File: src/rtl/core/ascf_pkg.sv
// ascf_pkg: shared types and constants of the ASCII CAN frame receiver.
// Used by ascii_can_frame_receiver and ascf_token; depends on nothing.
`default_nettype none

package ascf_pkg;

    localparam int MAX_FRAME_CHARS_DEF = 64;
    localparam int MAX_DATA_BYTES_DEF  = 8;
    localparam int MIN_FRAME_CHARS     = 4;
    localparam int CFG_W               = 16;

    localparam logic [7:0] CH_OPEN  = 8'h3C;
    localparam logic [7:0] CH_CLOSE = 8'h3E;
    localparam logic [7:0] CH_F     = 8'h46;
    localparam logic [7:0] CH_D     = 8'h44;
    localparam logic [7:0] CH_SPACE = 8'h20;

    localparam logic REG_ACPT_MASK = 1'b0;
    localparam logic REG_ACPT_ADDR = 1'b1;

    localparam logic KIND_DATA   = 1'b0;
    localparam logic KIND_FILTER = 1'b1;

    typedef struct packed {
        logic [7:0] rx_char;
        logic       link_reset;
    } in_item_t;

    typedef struct packed {
        logic        kind;
        logic [15:0] device_id;
        logic [3:0]  byte_count;
        logic [7:0]  data_0;
        logic [7:0]  data_1;
        logic [7:0]  data_2;
        logic [7:0]  data_3;
        logic [7:0]  data_4;
        logic [7:0]  data_5;
        logic [7:0]  data_6;
        logic [7:0]  data_7;
        logic        filter_open;
    } out_item_t;

    typedef struct packed {
        logic        done;
        logic        ok;
        logic [15:0] value;
    } tok_evt_t;

endpackage

`default_nettype wire

File: src/rtl/core/ascii_can_frame_receiver.sv
// ascii_can_frame_receiver: top level, frame buffer control and parse sequencer.
// Depends on ascf_pkg, ascf_buf and ascf_token.
//
// Usage:
//   Input channel (in_valid/in_stall/in_data) carries one received character
//   per transaction, or a link reset. Output channel (out_valid/out_stall/
//   out_data) carries a data frame or a filter-open report.
//   cfg_we/cfg_index/cfg_data write the acceptance mask (index 0) and the
//   acceptance address (index 1); write only while the block is idle.
//   Ordinary characters are taken in one cycle each while the sequencer is idle.
//   On '>' with more than 4 buffered characters the sequencer walks the
//   buffer through the single memory read port and the shared token unit:
//   each visited character is read (ST_FETCH) and then evaluated (ST_EXEC),
//   over at most count+1 positions, and the output register is loaded in ST_EMIT.
//   in_stall is high from the walk until the result is in the output register.
//   A result waits in the output register while out_stall is high; new
//   characters are still taken then, and a following parse waits for it.
//   Reset clears the buffer count, overflow and filter flags, the
//   configuration and the output valid flag; the memory and the output
//   data are not cleared.
`default_nettype none

module ascii_can_frame_receiver #(
    parameter int MAX_FRAME_CHARS = ascf_pkg::MAX_FRAME_CHARS_DEF,
    parameter int MAX_DATA_BYTES  = ascf_pkg::MAX_DATA_BYTES_DEF
) (
    input  wire                          clk,
    input  wire                          rst_n,
    input  wire                          in_valid,
    output logic                         in_stall,
    input  wire ascf_pkg::in_item_t      in_data,
    output logic                         out_valid,
    input  wire                          out_stall,
    output ascf_pkg::out_item_t          out_data,
    input  wire                          cfg_we,
    input  wire                          cfg_index,
    input  wire [ascf_pkg::CFG_W-1:0]    cfg_data
);

    localparam int CW = $clog2(MAX_FRAME_CHARS + 1);
    localparam int AW = $clog2(MAX_FRAME_CHARS);

    typedef enum logic [1:0] {ST_IDLE, ST_FETCH, ST_EXEC, ST_EMIT} state_t;

    state_t              state_reg, state_next;
    logic [CW-1:0]       count_reg, count_next;
    logic                ovf_reg, ovf_next;
    logic                fopen_reg, fopen_next;
    logic [15:0]         mask_reg, mask_next;
    logic [15:0]         addr_reg, addr_next;
    logic [CW-1:0]       idx_reg, idx_next;
    logic                scan_reg, scan_next;
    logic                isf_reg, isf_next;
    logic                first_reg, first_next;
    logic [15:0]         a_reg, a_next;
    logic [3:0]          cnt_reg, cnt_next;
    logic [7:0]          bytes_reg [8];
    logic [7:0]          bytes_next [8];
    logic                ekind_reg, ekind_next;
    logic                out_valid_reg, out_valid_next;
    ascf_pkg::out_item_t out_reg, out_next;

    logic                in_accept, mem_we, at_end, tok_en, tok_clear;
    logic                fin_none, fin_emit;
    logic [7:0]          rd_data, ch;
    ascf_pkg::tok_evt_t  tok;

    assign in_stall  = (state_reg != ST_IDLE);
    assign in_accept = in_valid && !in_stall;
    assign out_valid = out_valid_reg;
    assign out_data  = out_reg;

    assign mem_we = in_accept && !in_data.link_reset && !ovf_reg
                    && (in_data.rx_char != ascf_pkg::CH_OPEN)
                    && (in_data.rx_char != ascf_pkg::CH_CLOSE)
                    && (count_reg < CW'(MAX_FRAME_CHARS));
    assign at_end = (idx_reg == count_reg);
    assign ch     = at_end ? ascf_pkg::CH_SPACE : rd_data;
    assign tok_en = (state_reg == ST_EXEC) && !scan_reg;

    ascf_buf #(
        .DEPTH (MAX_FRAME_CHARS)
    ) u_buf (
        .clk   (clk),
        .we    (mem_we),
        .waddr (count_reg[AW-1:0]),
        .wdata (in_data.rx_char),
        .raddr (idx_reg[AW-1:0]),
        .rdata (rd_data)
    );

    ascf_token u_tok (
        .clk   (clk),
        .rst_n (rst_n),
        .clear (tok_clear),
        .en    (tok_en),
        .ch    (ch),
        .evt   (tok)
    );

    always_comb
    begin
        state_next     = state_reg;
        count_next     = count_reg;
        ovf_next       = ovf_reg;
        fopen_next     = fopen_reg;
        mask_next      = mask_reg;
        addr_next      = addr_reg;
        idx_next       = idx_reg;
        scan_next      = scan_reg;
        isf_next       = isf_reg;
        first_next     = first_reg;
        a_next         = a_reg;
        cnt_next       = cnt_reg;
        bytes_next     = bytes_reg;
        ekind_next     = ekind_reg;
        out_valid_next = out_valid_reg && out_stall;
        out_next       = out_reg;
        tok_clear      = 1'b0;
        fin_none       = 1'b0;
        fin_emit       = 1'b0;

        if (cfg_we)
        begin
            case (cfg_index)
                ascf_pkg::REG_ACPT_MASK: mask_next = cfg_data;
                ascf_pkg::REG_ACPT_ADDR: addr_next = cfg_data;
                default:                 mask_next = mask_reg;
            endcase
        end

        case (state_reg)
            ST_IDLE:
            begin
                if (in_accept)
                begin
                    if (in_data.link_reset)
                    begin
                        count_next = '0;
                        ovf_next   = 1'b0;
                        fopen_next = 1'b0;
                    end
                    else if (in_data.rx_char == ascf_pkg::CH_OPEN)
                    begin
                        count_next = '0;
                        ovf_next   = 1'b0;
                    end
                    else if (in_data.rx_char == ascf_pkg::CH_CLOSE)
                    begin
                        if (ovf_reg)
                        begin
                            count_next = '0;
                            ovf_next   = 1'b0;
                        end
                        else if (count_reg > CW'(ascf_pkg::MIN_FRAME_CHARS))
                        begin
                            state_next = ST_FETCH;
                            idx_next   = '0;
                            scan_next  = 1'b1;
                            first_next = 1'b0;
                            cnt_next   = 4'd0;
                            tok_clear  = 1'b1;
                            for (int i = 0; i < 8; i++)
                                bytes_next[i] = 8'd0;
                        end
                    end
                    else if (!ovf_reg)
                    begin
                        if (count_reg < CW'(MAX_FRAME_CHARS))
                            count_next = count_reg + CW'(1);
                        else
                            ovf_next = 1'b1;
                    end
                end
            end

            ST_FETCH:
            begin
                state_next = ST_EXEC;
            end

            ST_EXEC:
            begin
                if (scan_reg)
                begin
                    if ((ch == ascf_pkg::CH_F) || (ch == ascf_pkg::CH_D))
                    begin
                        scan_next = 1'b0;
                        isf_next  = (ch == ascf_pkg::CH_F);
                    end
                    else if (at_end)
                        fin_none = 1'b1;
                end
                else
                begin
                    if (tok.done)
                    begin
                        if (!first_reg)
                        begin
                            if (!tok.ok)
                                fin_none = 1'b1;
                            else
                            begin
                                a_next     = tok.value;
                                first_next = 1'b1;
                            end
                        end
                        else if (isf_reg)
                        begin
                            if (tok.ok && (a_reg == mask_reg) && (tok.value == addr_reg))
                            begin
                                fin_emit   = 1'b1;
                                ekind_next = ascf_pkg::KIND_FILTER;
                                fopen_next = 1'b1;
                            end
                            else
                                fin_none = 1'b1;
                        end
                        else if (tok.ok)
                        begin
                            bytes_next[cnt_reg[2:0]] = tok.value[7:0];
                            cnt_next = cnt_reg + 4'd1;
                            if (cnt_next == 4'(MAX_DATA_BYTES))
                            begin
                                fin_emit   = 1'b1;
                                ekind_next = ascf_pkg::KIND_DATA;
                            end
                        end
                        else if (cnt_reg != 4'd0)
                        begin
                            fin_emit   = 1'b1;
                            ekind_next = ascf_pkg::KIND_DATA;
                        end
                        else
                            fin_none = 1'b1;
                    end
                    if (!fin_none && !fin_emit && at_end)
                    begin
                        if (!isf_reg && first_next && (cnt_next != 4'd0))
                        begin
                            fin_emit   = 1'b1;
                            ekind_next = ascf_pkg::KIND_DATA;
                        end
                        else
                            fin_none = 1'b1;
                    end
                end

                if (fin_none)
                begin
                    state_next = ST_IDLE;
                    count_next = '0;
                end
                else if (fin_emit)
                begin
                    state_next = ST_EMIT;
                    count_next = '0;
                end
                else
                begin
                    idx_next   = idx_reg + CW'(1);
                    state_next = ST_FETCH;
                end
            end

            ST_EMIT:
            begin
                if (!out_valid_reg || !out_stall)
                begin
                    out_valid_next = 1'b1;
                    out_next       = '0;
                    out_next.kind  = ekind_reg;
                    if (ekind_reg == ascf_pkg::KIND_FILTER)
                        out_next.filter_open = 1'b1;
                    else
                    begin
                        out_next.device_id   = a_reg & ~mask_reg;
                        out_next.byte_count  = cnt_reg;
                        out_next.data_0      = bytes_reg[0];
                        out_next.data_1      = bytes_reg[1];
                        out_next.data_2      = bytes_reg[2];
                        out_next.data_3      = bytes_reg[3];
                        out_next.data_4      = bytes_reg[4];
                        out_next.data_5      = bytes_reg[5];
                        out_next.data_6      = bytes_reg[6];
                        out_next.data_7      = bytes_reg[7];
                        out_next.filter_open = fopen_reg;
                    end
                    state_next = ST_IDLE;
                end
            end

            default:
            begin
                state_next = ST_IDLE;
            end
        endcase
    end

    always_ff @(posedge clk or negedge rst_n)
    begin
        if (!rst_n)
        begin
            state_reg     <= ST_IDLE;
            count_reg     <= '0;
            ovf_reg       <= 1'b0;
            fopen_reg     <= 1'b0;
            mask_reg      <= 16'd0;
            addr_reg      <= 16'd0;
            idx_reg       <= '0;
            scan_reg      <= 1'b0;
            isf_reg       <= 1'b0;
            first_reg     <= 1'b0;
            cnt_reg       <= 4'd0;
            ekind_reg     <= 1'b0;
            out_valid_reg <= 1'b0;
        end
        else
        begin
            state_reg     <= state_next;
            count_reg     <= count_next;
            ovf_reg       <= ovf_next;
            fopen_reg     <= fopen_next;
            mask_reg      <= mask_next;
            addr_reg      <= addr_next;
            idx_reg       <= idx_next;
            scan_reg      <= scan_next;
            isf_reg       <= isf_next;
            first_reg     <= first_next;
            cnt_reg       <= cnt_next;
            ekind_reg     <= ekind_next;
            out_valid_reg <= out_valid_next;
        end
    end

    always_ff @(posedge clk)
    begin
        a_reg     <= a_next;
        bytes_reg <= bytes_next;
        out_reg   <= out_next;
    end

    a_cnt_max: assert property (@(posedge clk) disable iff (!rst_n)
        cnt_reg <= 4'(MAX_DATA_BYTES))
        else $error("data byte count beyond limit");

    a_count_max: assert property (@(posedge clk) disable iff (!rst_n)
        count_reg <= CW'(MAX_FRAME_CHARS))
        else $error("frame character count beyond buffer depth");

    a_filter_kind: assert property (@(posedge clk) disable iff (!rst_n)
        (out_valid && (out_data.kind == ascf_pkg::KIND_FILTER)) |->
        ((out_data.byte_count == 4'd0) && out_data.filter_open))
        else $error("filter report carries data");

    a_link_reset: assert property (@(posedge clk) disable iff (!rst_n)
        (in_accept && in_data.link_reset) |=> (!fopen_reg && (count_reg == '0)))
        else $error("link reset did not clear state");

endmodule

`default_nettype wire

File: src/rtl/core/ascf_buf.sv
// ascf_buf: frame character memory, one write and one registered read port.
// Depends on nothing.
`default_nettype none

module ascf_buf #(
    parameter int DEPTH = 64
) (
    input  wire                       clk,
    input  wire                       we,
    input  wire [$clog2(DEPTH)-1:0]   waddr,
    input  wire [7:0]                 wdata,
    input  wire [$clog2(DEPTH)-1:0]   raddr,
    output logic [7:0]                rdata
);

    logic [7:0] mem [DEPTH];

    always_ff @(posedge clk)
    begin
        if (we)
        begin
            mem[waddr] <= wdata;
        end
        rdata <= mem[raddr];
    end

endmodule

`default_nettype wire

File: src/rtl/core/ascf_token.sv
// ascf_token: shared token evaluator, one character per step, hex and decimal.
// Depends on ascf_pkg.
`default_nettype none

module ascf_token (
    input  wire                   clk,
    input  wire                   rst_n,
    input  wire                   clear,
    input  wire                   en,
    input  wire [7:0]             ch,
    output ascf_pkg::tok_evt_t    evt
);

    logic        in_tok_reg, in_tok_next;
    logic [1:0]  pos_reg, pos_next;
    logic        fz_reg, fz_next;
    logic        hasx_reg, hasx_next;
    logic [15:0] hv_reg, hv_next;
    logic        hdig_reg, hdig_next;
    logic        hbad_reg, hbad_next;
    logic [15:0] dv_reg, dv_next;
    logic        dbad_reg, dbad_next;

    logic        is_space, is_x, is_dig, is_hex;
    logic [3:0]  hval;
    logic [19:0] dprod;

    always_comb
    begin
        is_space = (ch == ascf_pkg::CH_SPACE);
        is_x     = (ch == 8'h78) || (ch == 8'h58);
        is_dig   = (ch >= 8'h30) && (ch <= 8'h39);
        hval     = 4'd0;
        is_hex   = 1'b1;
        if (is_dig)
            hval = 4'(ch - 8'h30);
        else if ((ch >= 8'h61) && (ch <= 8'h66))
            hval = 4'(ch - 8'h57);
        else if ((ch >= 8'h41) && (ch <= 8'h46))
            hval = 4'(ch - 8'h37);
        else
            is_hex = 1'b0;
        dprod = {1'b0, dv_reg, 3'b000} + {3'b000, dv_reg, 1'b0} + {16'd0, hval};

        evt.done  = en && is_space && in_tok_reg;
        evt.ok    = hasx_reg ? (!hbad_reg && hdig_reg) : 1'b1;
        evt.value = hasx_reg ? hv_reg : (dbad_reg ? 16'd0 : dv_reg);

        in_tok_next = in_tok_reg;
        pos_next    = pos_reg;
        fz_next     = fz_reg;
        hasx_next   = hasx_reg;
        hv_next     = hv_reg;
        hdig_next   = hdig_reg;
        hbad_next   = hbad_reg;
        dv_next     = dv_reg;
        dbad_next   = dbad_reg;

        if (clear || (en && is_space))
        begin
            in_tok_next = 1'b0;
            pos_next    = 2'd0;
            fz_next     = 1'b0;
            hasx_next   = 1'b0;
            hv_next     = 16'd0;
            hdig_next   = 1'b0;
            hbad_next   = 1'b0;
            dv_next     = 16'd0;
            dbad_next   = 1'b0;
        end
        else if (en)
        begin
            in_tok_next = 1'b1;
            pos_next    = (pos_reg == 2'd2) ? pos_reg : pos_reg + 2'd1;
            if (pos_reg == 2'd0)
                fz_next = (ch == 8'h30);
            if (is_x)
                hasx_next = 1'b1;
            // hex: optional 0x prefix, then digits up to 16 bits
            if ((pos_reg == 2'd1) && fz_reg && is_x)
            begin
                hv_next   = 16'd0;
                hdig_next = 1'b0;
            end
            else if (!is_hex || (hv_reg[15:12] != 4'd0))
                hbad_next = 1'b1;
            else
            begin
                hv_next   = {hv_reg[11:0], hval};
                hdig_next = 1'b1;
            end
            // decimal: all digits, at most 65535
            if (!is_dig || (dprod > 20'd65535))
                dbad_next = 1'b1;
            else
                dv_next = dprod[15:0];
        end
    end

    always_ff @(posedge clk or negedge rst_n)
    begin
        if (!rst_n)
        begin
            in_tok_reg <= 1'b0;
            pos_reg    <= 2'd0;
            fz_reg     <= 1'b0;
            hasx_reg   <= 1'b0;
            hv_reg     <= 16'd0;
            hdig_reg   <= 1'b0;
            hbad_reg   <= 1'b0;
            dv_reg     <= 16'd0;
            dbad_reg   <= 1'b0;
        end
        else
        begin
            in_tok_reg <= in_tok_next;
            pos_reg    <= pos_next;
            fz_reg     <= fz_next;
            hasx_reg   <= hasx_next;
            hv_reg     <= hv_next;
            hdig_reg   <= hdig_next;
            hbad_reg   <= hbad_next;
            dv_reg     <= dv_next;
            dbad_reg   <= dbad_next;
        end
    end

endmodule

`default_nettype wire

File: config.mk
export PLATFORM = sky130hd
export DESIGN_NAME = ascii_can_frame_receiver
export DESIGN_NICKNAME = d
export VERILOG_FILES = /design/src/rtl/core/ascf_pkg.sv /design/src/rtl/core/ascii_can_frame_receiver.sv /design/src/rtl/core/ascf_buf.sv /design/src/rtl/core/ascf_token.sv
export SDC_FILE = /design/constraint.sdc
export NUM_CORES = 1
export LEC_CHECK = 0
export BUFFER_PORTS_ARGS = -buffer_cell sky130_fd_sc_hd__buf_2
export CAP_MARGIN = 20
export CORE_UTILIZATION = 40
export CTS_BUF_LIST = sky130_fd_sc_hd__clkbuf_2 sky130_fd_sc_hd__clkbuf_4 sky130_fd_sc_hd__clkbuf_8
export CTS_CLUSTER_SIZE = 8
export DETAILED_ROUTE_END_ITERATION = 6
export MAX_ROUTING_LAYER = met4
export PLACE_DENSITY = 0.67
export SKIP_CTS_REPAIR_TIMING = 1
export SYNTH_ARGS = -nofsm -noshare
export SYNTH_HDL_FRONTEND = slang
export SYNTH_SLANG_ARGS = --single-unit
File: constraint.sdc
create_clock -name clk -period 6.1 [get_ports clk]
set_clock_uncertainty 0.15 [all_clocks]
set_input_delay 0.61 -clock clk [delete_from_list [all_inputs] [get_ports clk]]
set_output_delay 0.61 -clock clk [all_outputs]
set_load 0.01 [all_outputs]
### Word-level counts from Yosys, hierarchy flattened

Memories as Yosys holds them, arrays and structs flattened. A register that Yosys moved wholly into a read port is not among the register bits.
Index checks and enable logic that the tools add are counted.

* word-level logic and storage cells: 368
* input bits: 31
* register bits: 265
* RAM bits: 512
* memories kept: 1

Memories
* u_buf.mem: depth 64, bits a word 8, read ports 1, clocked after Yosys merged registers in 1, write ports 1, RTL line ascf_buf.sv:16 `logic [7:0] mem [DEPTH];`

* equal/unequal tests: 44
* order comparisons: 11
* bitwise logic cells: 6
* $add $sub $neg: 9
* reduce and logical (&&, ||, !) cells: 74
* multiplexer cells: 180

Operators with widths (count)
* two-way mux 64 bit: 11
* two-way mux 16 bit: 9
* one-hot mux 64 bit (2 select lines): 1
* two-way mux 7 bit: 17
* two-way mux 1 bit: 103
* bitwise mux 64 bit: 1
* two-way mux 4 bit: 16
* equality test 16 bit: 2
* equality test 8 x 6 -> 1 bit, second input constant: 4
* equality test 8 x 7 -> 1 bit, second input constant: 4
* != test 2 bit, second input constant: 16
* one-hot mux 7 bit (2 select lines): 2
* demux 8 bit (select 3 bit): 1
* two-way mux 2 bit: 12
* logical AND 1 bit: 23
* AND reduction 2 bit: 11
* adder 19 x 17 -> 20 bit: 1
* adder 20 x 4 -> 20 bit: 1
* > comparator 20 x 16 -> 1 bit, second input constant: 1
* bitwise AND 16 bit: 1
* >= comparator 8 x 7 -> 1 bit, second input constant: 2
* less-or-equal comparator 8 x 7 -> 1 bit, second input constant: 2
* two-way mux 8 bit: 2
* != test 8 x 6 -> 1 bit, second input constant: 2
* 36 further kinds: 79

### Longest topological paths before layout

* depth in word-level cells: 20
* gate-level depth with buffers: 27

### By module

Synthesis repeated with hierarchy kept, for this count alone.

* cell total of the unflattened synthesis: 2156
* area, all modules: 33602.2 µm²

Modules (own cells, without submodules)
* ascf_buf: times used 1, area an instance 20190.6 µm², seq. area each 15534.9 µm², cells each 972
* ascii_can_frame_receiver: times used 1, area an instance 10093.4 µm², seq. area each 6461.2 µm², cells each 804
* ascf_token: times used 1, area an instance 3318.2 µm², seq. area each 1001.0 µm², cells each 380

### Worst setup path before layout

Ideal clock, no wire load.

* path type: reg2reg
* start: register state_reg[0]
* end: register out_reg, in the netlist out_data[0], enable pin
* arrival time: 4.895 ns
* clock period less this slack: 5.603 ns
* required time: 5.391 ns
* library setup time: 0.559 ns
* buffers on the path: 1
* slack: 0.497 ns
* stages on the path, launching flop included: 4
* cell sequence: dfrtp_1 clkbuf_1 nand2_1 a21oi_1

* longest elaborated chain between the ends: 2

Ends and longest elaborated chain
* from (decl): RTL line ascii_can_frame_receiver.sv:45 `state_t state_reg, state_next;`
* from (signal assigned): RTL line ascii_can_frame_receiver.sv:320 `state_reg <= state_next;`
* equality test 2 bit: RTL line ascii_can_frame_receiver.sv:132 `case (state_reg)`
* AND reduction 2 bit (no line)
* to (signal assigned): RTL line ascii_can_frame_receiver.sv:340 `out_reg <= out_next;`
* to (decl): RTL line ascii_can_frame_receiver.sv:61 `ascf_pkg::out_item_t out_reg, out_next;`

No other way between the ends.
A chain may end at the register's enable or synchronous reset.

### Worst setup path after layout

* start: register count_reg[3]
* end: register u_tok.dv_reg[11]

* longest elaborated chain between the ends: 12
* elaborated cells between the ends (all ways): 38
* those cells by class: add/sub (4); order compare (8); eq/ne (3); mux (14); reduce/logical (9)

Ends and longest elaborated chain
* from (decl): RTL line ascii_can_frame_receiver.sv:46 `logic [CW-1:0] count_reg, count_next;`
* from (signal assigned): RTL line ascii_can_frame_receiver.sv:321 `count_reg <= count_next;`
* equality test 7 bit: RTL line ascii_can_frame_receiver.sv:77 `assign at_end = (idx_reg == count_reg);`
* two-way mux 8 bit: RTL line ascii_can_frame_receiver.sv:78 `assign ch = at_end ? ascf_pkg::CH_SPACE : rd_data;`
* >= comparator 8 x 7 -> 1 bit or less-or-equal comparator 8 x 7 -> 1 bit (tied branches): RTL line ascf_token.sv:39 `else if ((ch >= 8'h41) && (ch <= 8'h46))`
* logical AND 1 bit: RTL line ascf_token.sv:39
* two-way mux 4 bit: RTL line ascf_token.sv:39
* two-way mux 4 bit: RTL line ascf_token.sv:37 `else if ((ch >= 8'h61) && (ch <= 8'h66))`
* two-way mux 4 bit: RTL line ascf_token.sv:35 `if (is_dig)`
* adder 20 x 4 -> 20 bit: RTL line ascf_token.sv:43 `dprod = {1'b0, dv_reg, 3'b000} + {3'b000, dv_reg, 1'b0} + {16'd0, hval};`
* > comparator 20 x 16 -> 1 bit: RTL line ascf_token.sv:93 `if (!is_dig || (dprod > 20'd65535))`
* logical OR 1 bit: RTL line ascf_token.sv:93
* != test 2 x 1 -> 1 bit (no line)
* AND reduction 2 bit (no line)
* to (signal assigned): RTL line ascf_token.sv:123 `dv_reg <= dv_next;`
* to (decl): RTL line ascf_token.sv:21 `logic [15:0] dv_reg, dv_next;`

Parallel ways exist; a longest one is shown, timed or not. The select of a mux whose other input is x is not followed.

==> results.txt <==
run status -> complete, no violations
Hold Fails Final Rpt -> 0
Max-Cap Viols -> 0
worst-path cell chain -> xor2_1, nor4_2, nand2_1, nand2_1, inv_1, ha_1, o21ai_0, a31oi_1, o211ai_1, a21oi_1, fa_1, inv_1, fa_1, nor2b_1, o31a_1, o211ai_1, a31oi_1, mux2_2, o2111ai_4, buf_4, mux2i_1, nor2_1
clock power share -> 34.6%
clock-pin slew on the worst setup and hold paths -> 0.07 ns
Hold WC Path Type -> in2reg
Worst Max-Slew Pin Slew -> 1.11 ns
Synth Instances -> 1932
Max transition margin -> 25.8%
num ports -> 119
drt drc -> 0
vias in the first global route -> 17800
share of cells above drive strength 1 -> 25.6%
kind of critical path -> reg2reg
global-route wire length before repair -> 110 mm
sequential fraction of the synthesis area -> 70.0%
Tcrit/Tclk final -> 91.7%
highest-delay cell along the critical path -> fa_1
post-synthesis mux area share -> 12.6%
number of routed nets with antenna violations -> 0
Min Hold Slack -> 0.0339 ns
Post-Synth XOR/XNOR Area -> 1.12%
asr flop ratio synth -> 12.6%
Buf+Inv Stages, Crit Path -> 3
synthesized cell area -> 0.0329 mm^2
fmax -> 179 MHz
max reg flops -> 512
# fillers -> 6949
yosys warns -> 0
Die ar. -> 0.0833 mm^2
Primary FF master, synth -> edfxtp_1
crit-path max FO -> 11
Syn Area/Cell -> 17.0 um^2
Synth Net Count -> 2024
Vias/cell -> 5.46
Detailed Route WL -> 72.6 mm
Sw Ratio -> 25.8%
RSZ-0062 raised after global routing -> false
Max Slew Vio Count -> 0
Layout area overhead -> 12.9%
CP required -> 6.51 ns
Leak -> 12.8 nW
Int Power -> 0.00898 W
Switch Pwr -> 0.00312 W
WP data arrival -> 6.00 ns
Final Critical Period -> 5.59 ns
Critical Path Max Stage Delay -> 0.58 ns
Initial Utilization -> 40.6%
most common cell after layout, fill and taps aside -> edfxtp_1
Synth area leaders -> edfxtp_1 62%, mux4_2 12%, dfrtp_1 7.5%, nor2_1 2.3%, ha_1 2.2%
First-pass DRT Iterations -> 5
combinational share of power -> 15.6%
# clock sinks -> 785
leading area contributor after synthesis -> edfxtp_1
crit end category -> flip-flop
gr usage total -> 17.9%
Yosys reg bits -> 785
# nets final -> 2217
global route overflow -> 0
initial antenna violation count -> 0
Seq pwr share -> 49.7%
top-area cell type share of the netlist area -> 62.0%
Die Y -> 289 um
largest family of logic cells by synthesized area -> multiplexers
Tot Pwr -> 0.0121 W
core area -> 0.0809 mm^2
Final GP Congestion -> 0.806
Finish-stage setup viols -> 0
post-synth cell types -> 75
die width -> 289 um
clk buf depth -> 3
Sum Neg Setup Slack -> 0 ns
dpl hpwl -> 44.9 mm
H-Tree Depth -> 3
CTS tree -> done
routed vias -> 17800
compound-gate portion of the synthesized area -> 5.25%
Worst setup SP type -> flip-flop
Adder-Cell Fraction of Synth Area -> 2.37%
initial DRC count -> 1536
Synth Area in Simple Gates -> 6.86%
most frequent cells in the layout -> 678 x edfxtp_1, 199 x nor2_1, 168 x mux4_2, 123 x clkbuf_8, 117 x buf_2
pin count of the biggest net entering global routing -> 70
CTS Root Cell -> clkbuf_8
crit-path leading delay family -> compound AO/OA/AOI/OAI gates
drt wl/cell -> 22.2 um
Skew-Pair Late Insertion Delay -> 0.74 ns
I/O Buffers -> 118
VDD IR max -> 215 uV
Power Dens Cells -> 326 mW/mm^2
number of synthesized flops with an enable pin -> 678
std cell rows -> 104
number of buffers created by CTS -> 119
final cells by class:
class                   instances  area, um^2  area share [%]
multi-input cells            1005        9310            25.1
clock inverters                27         186           0.502
clock buffers                 173        2070            5.57
flip-flops and latches        785       23000            62.0
inverters                      44         165           0.445
repair buffers                170        1040            2.80
well taps                    1060        1330            3.57
diodes                          1        2.50         0.00674
path summary, 6_finish.rpt:
path | slack (ns) | cells past startpoint | to | startpoint
max | 0.51 | 22 | u_tok.dv_reg[11] | count_reg[3]
max reg2reg | 0.51 | 22 | u_tok.dv_reg[11] | count_reg[3]
min | 0.03 | 3 | out_valid | out_stall
min in group asynchronous | 0.36 | 2 | mask_reg[10] | rst_n
max in group asynchronous | 4.28 | 3 | idx_reg[0] | rst_n
min reg2reg | 0.34 | 1 | u_tok.hdig_reg | u_tok.hdig_reg
synthesized netlist by cell type (5+ instances only):
master / count
a211oi_1: 71
a21oi_1: 34
a22o_1: 23
a22oi_2: 6
a31oi_1: 9
and3_1: 8
buf_1: 19
buf_2: 23
clkbuf_1: 50
dfrtp_1: 99
dfxtp_1: 8
edfxtp_1: 678
ha_1: 59
inv_1: 44
mux2_2: 19
mux2i_1: 10
mux4_2: 168
nand2_1: 70
nand2b_1: 13
nand3_1: 17
nand4_1: 7
nor2_1: 199
nor2b_1: 88
nor3_1: 13
o211ai_1: 5
o21a_1: 10
o21ai_0: 49
or3_1: 10
xnor2_1: 20
xor2_1: 22
tightest hold or removal path: stages:
cell and delay [ns]:
buf_2 0.11, nand2_1 0.09, nand2_1 0.06
cell families (layout without fill, tap and decap cells):
group,Yosys count,count (layout)
flops,785,785
simple gates,460,460
compound gates,242,242
mux,200,200
buf+inv,142,414
fa+ha+maj,61,61
xor+xnor,42,42
other cells,0,1
power by group through the flow:
stage / logic [W] / registers, W / clock network (W)
6_report: 0.00189 / 0.00602 / 0.00419
5_1_grt: 0.00202 / 0.00603 / 0.00450
4_1_cts: 0.00190 / 0.00602 / 0.00428
3_5_place_dp: 0.00189 / 0.00613 / 0
3_3_place_gp: 0.00186 / 0.00612 / 0
2_1_floorplan: 0.00133 / 0.00608 / 0
through the flow:
stage          setup WS (ns)  area (um^2)  cells  utilization (%)
2_1_floorplan          0.497        32900   1932                -
3_3_place_gp           0.456        34600   3039             42.7
3_5_place_dp           0.249        34600   3039             42.7
4_1_cts                0.222        36800   3239             45.5
5_1_grt              0.00232        37100   3264             45.8
6_report               0.508        37100   3265             45.8
metal layers:
layer | track usage (%) | wire [um] | up-vias
li1 | - | - | 7934
met1 | 24.6 | 31300 | 9127
met2 | 27.8 | 35200 | 627
met3 | 3.08 | 4590 | 125
met4 | 4.55 | 1530 | 0
met5 | - | 0 | -
Power figures use the tool's default switching activity.
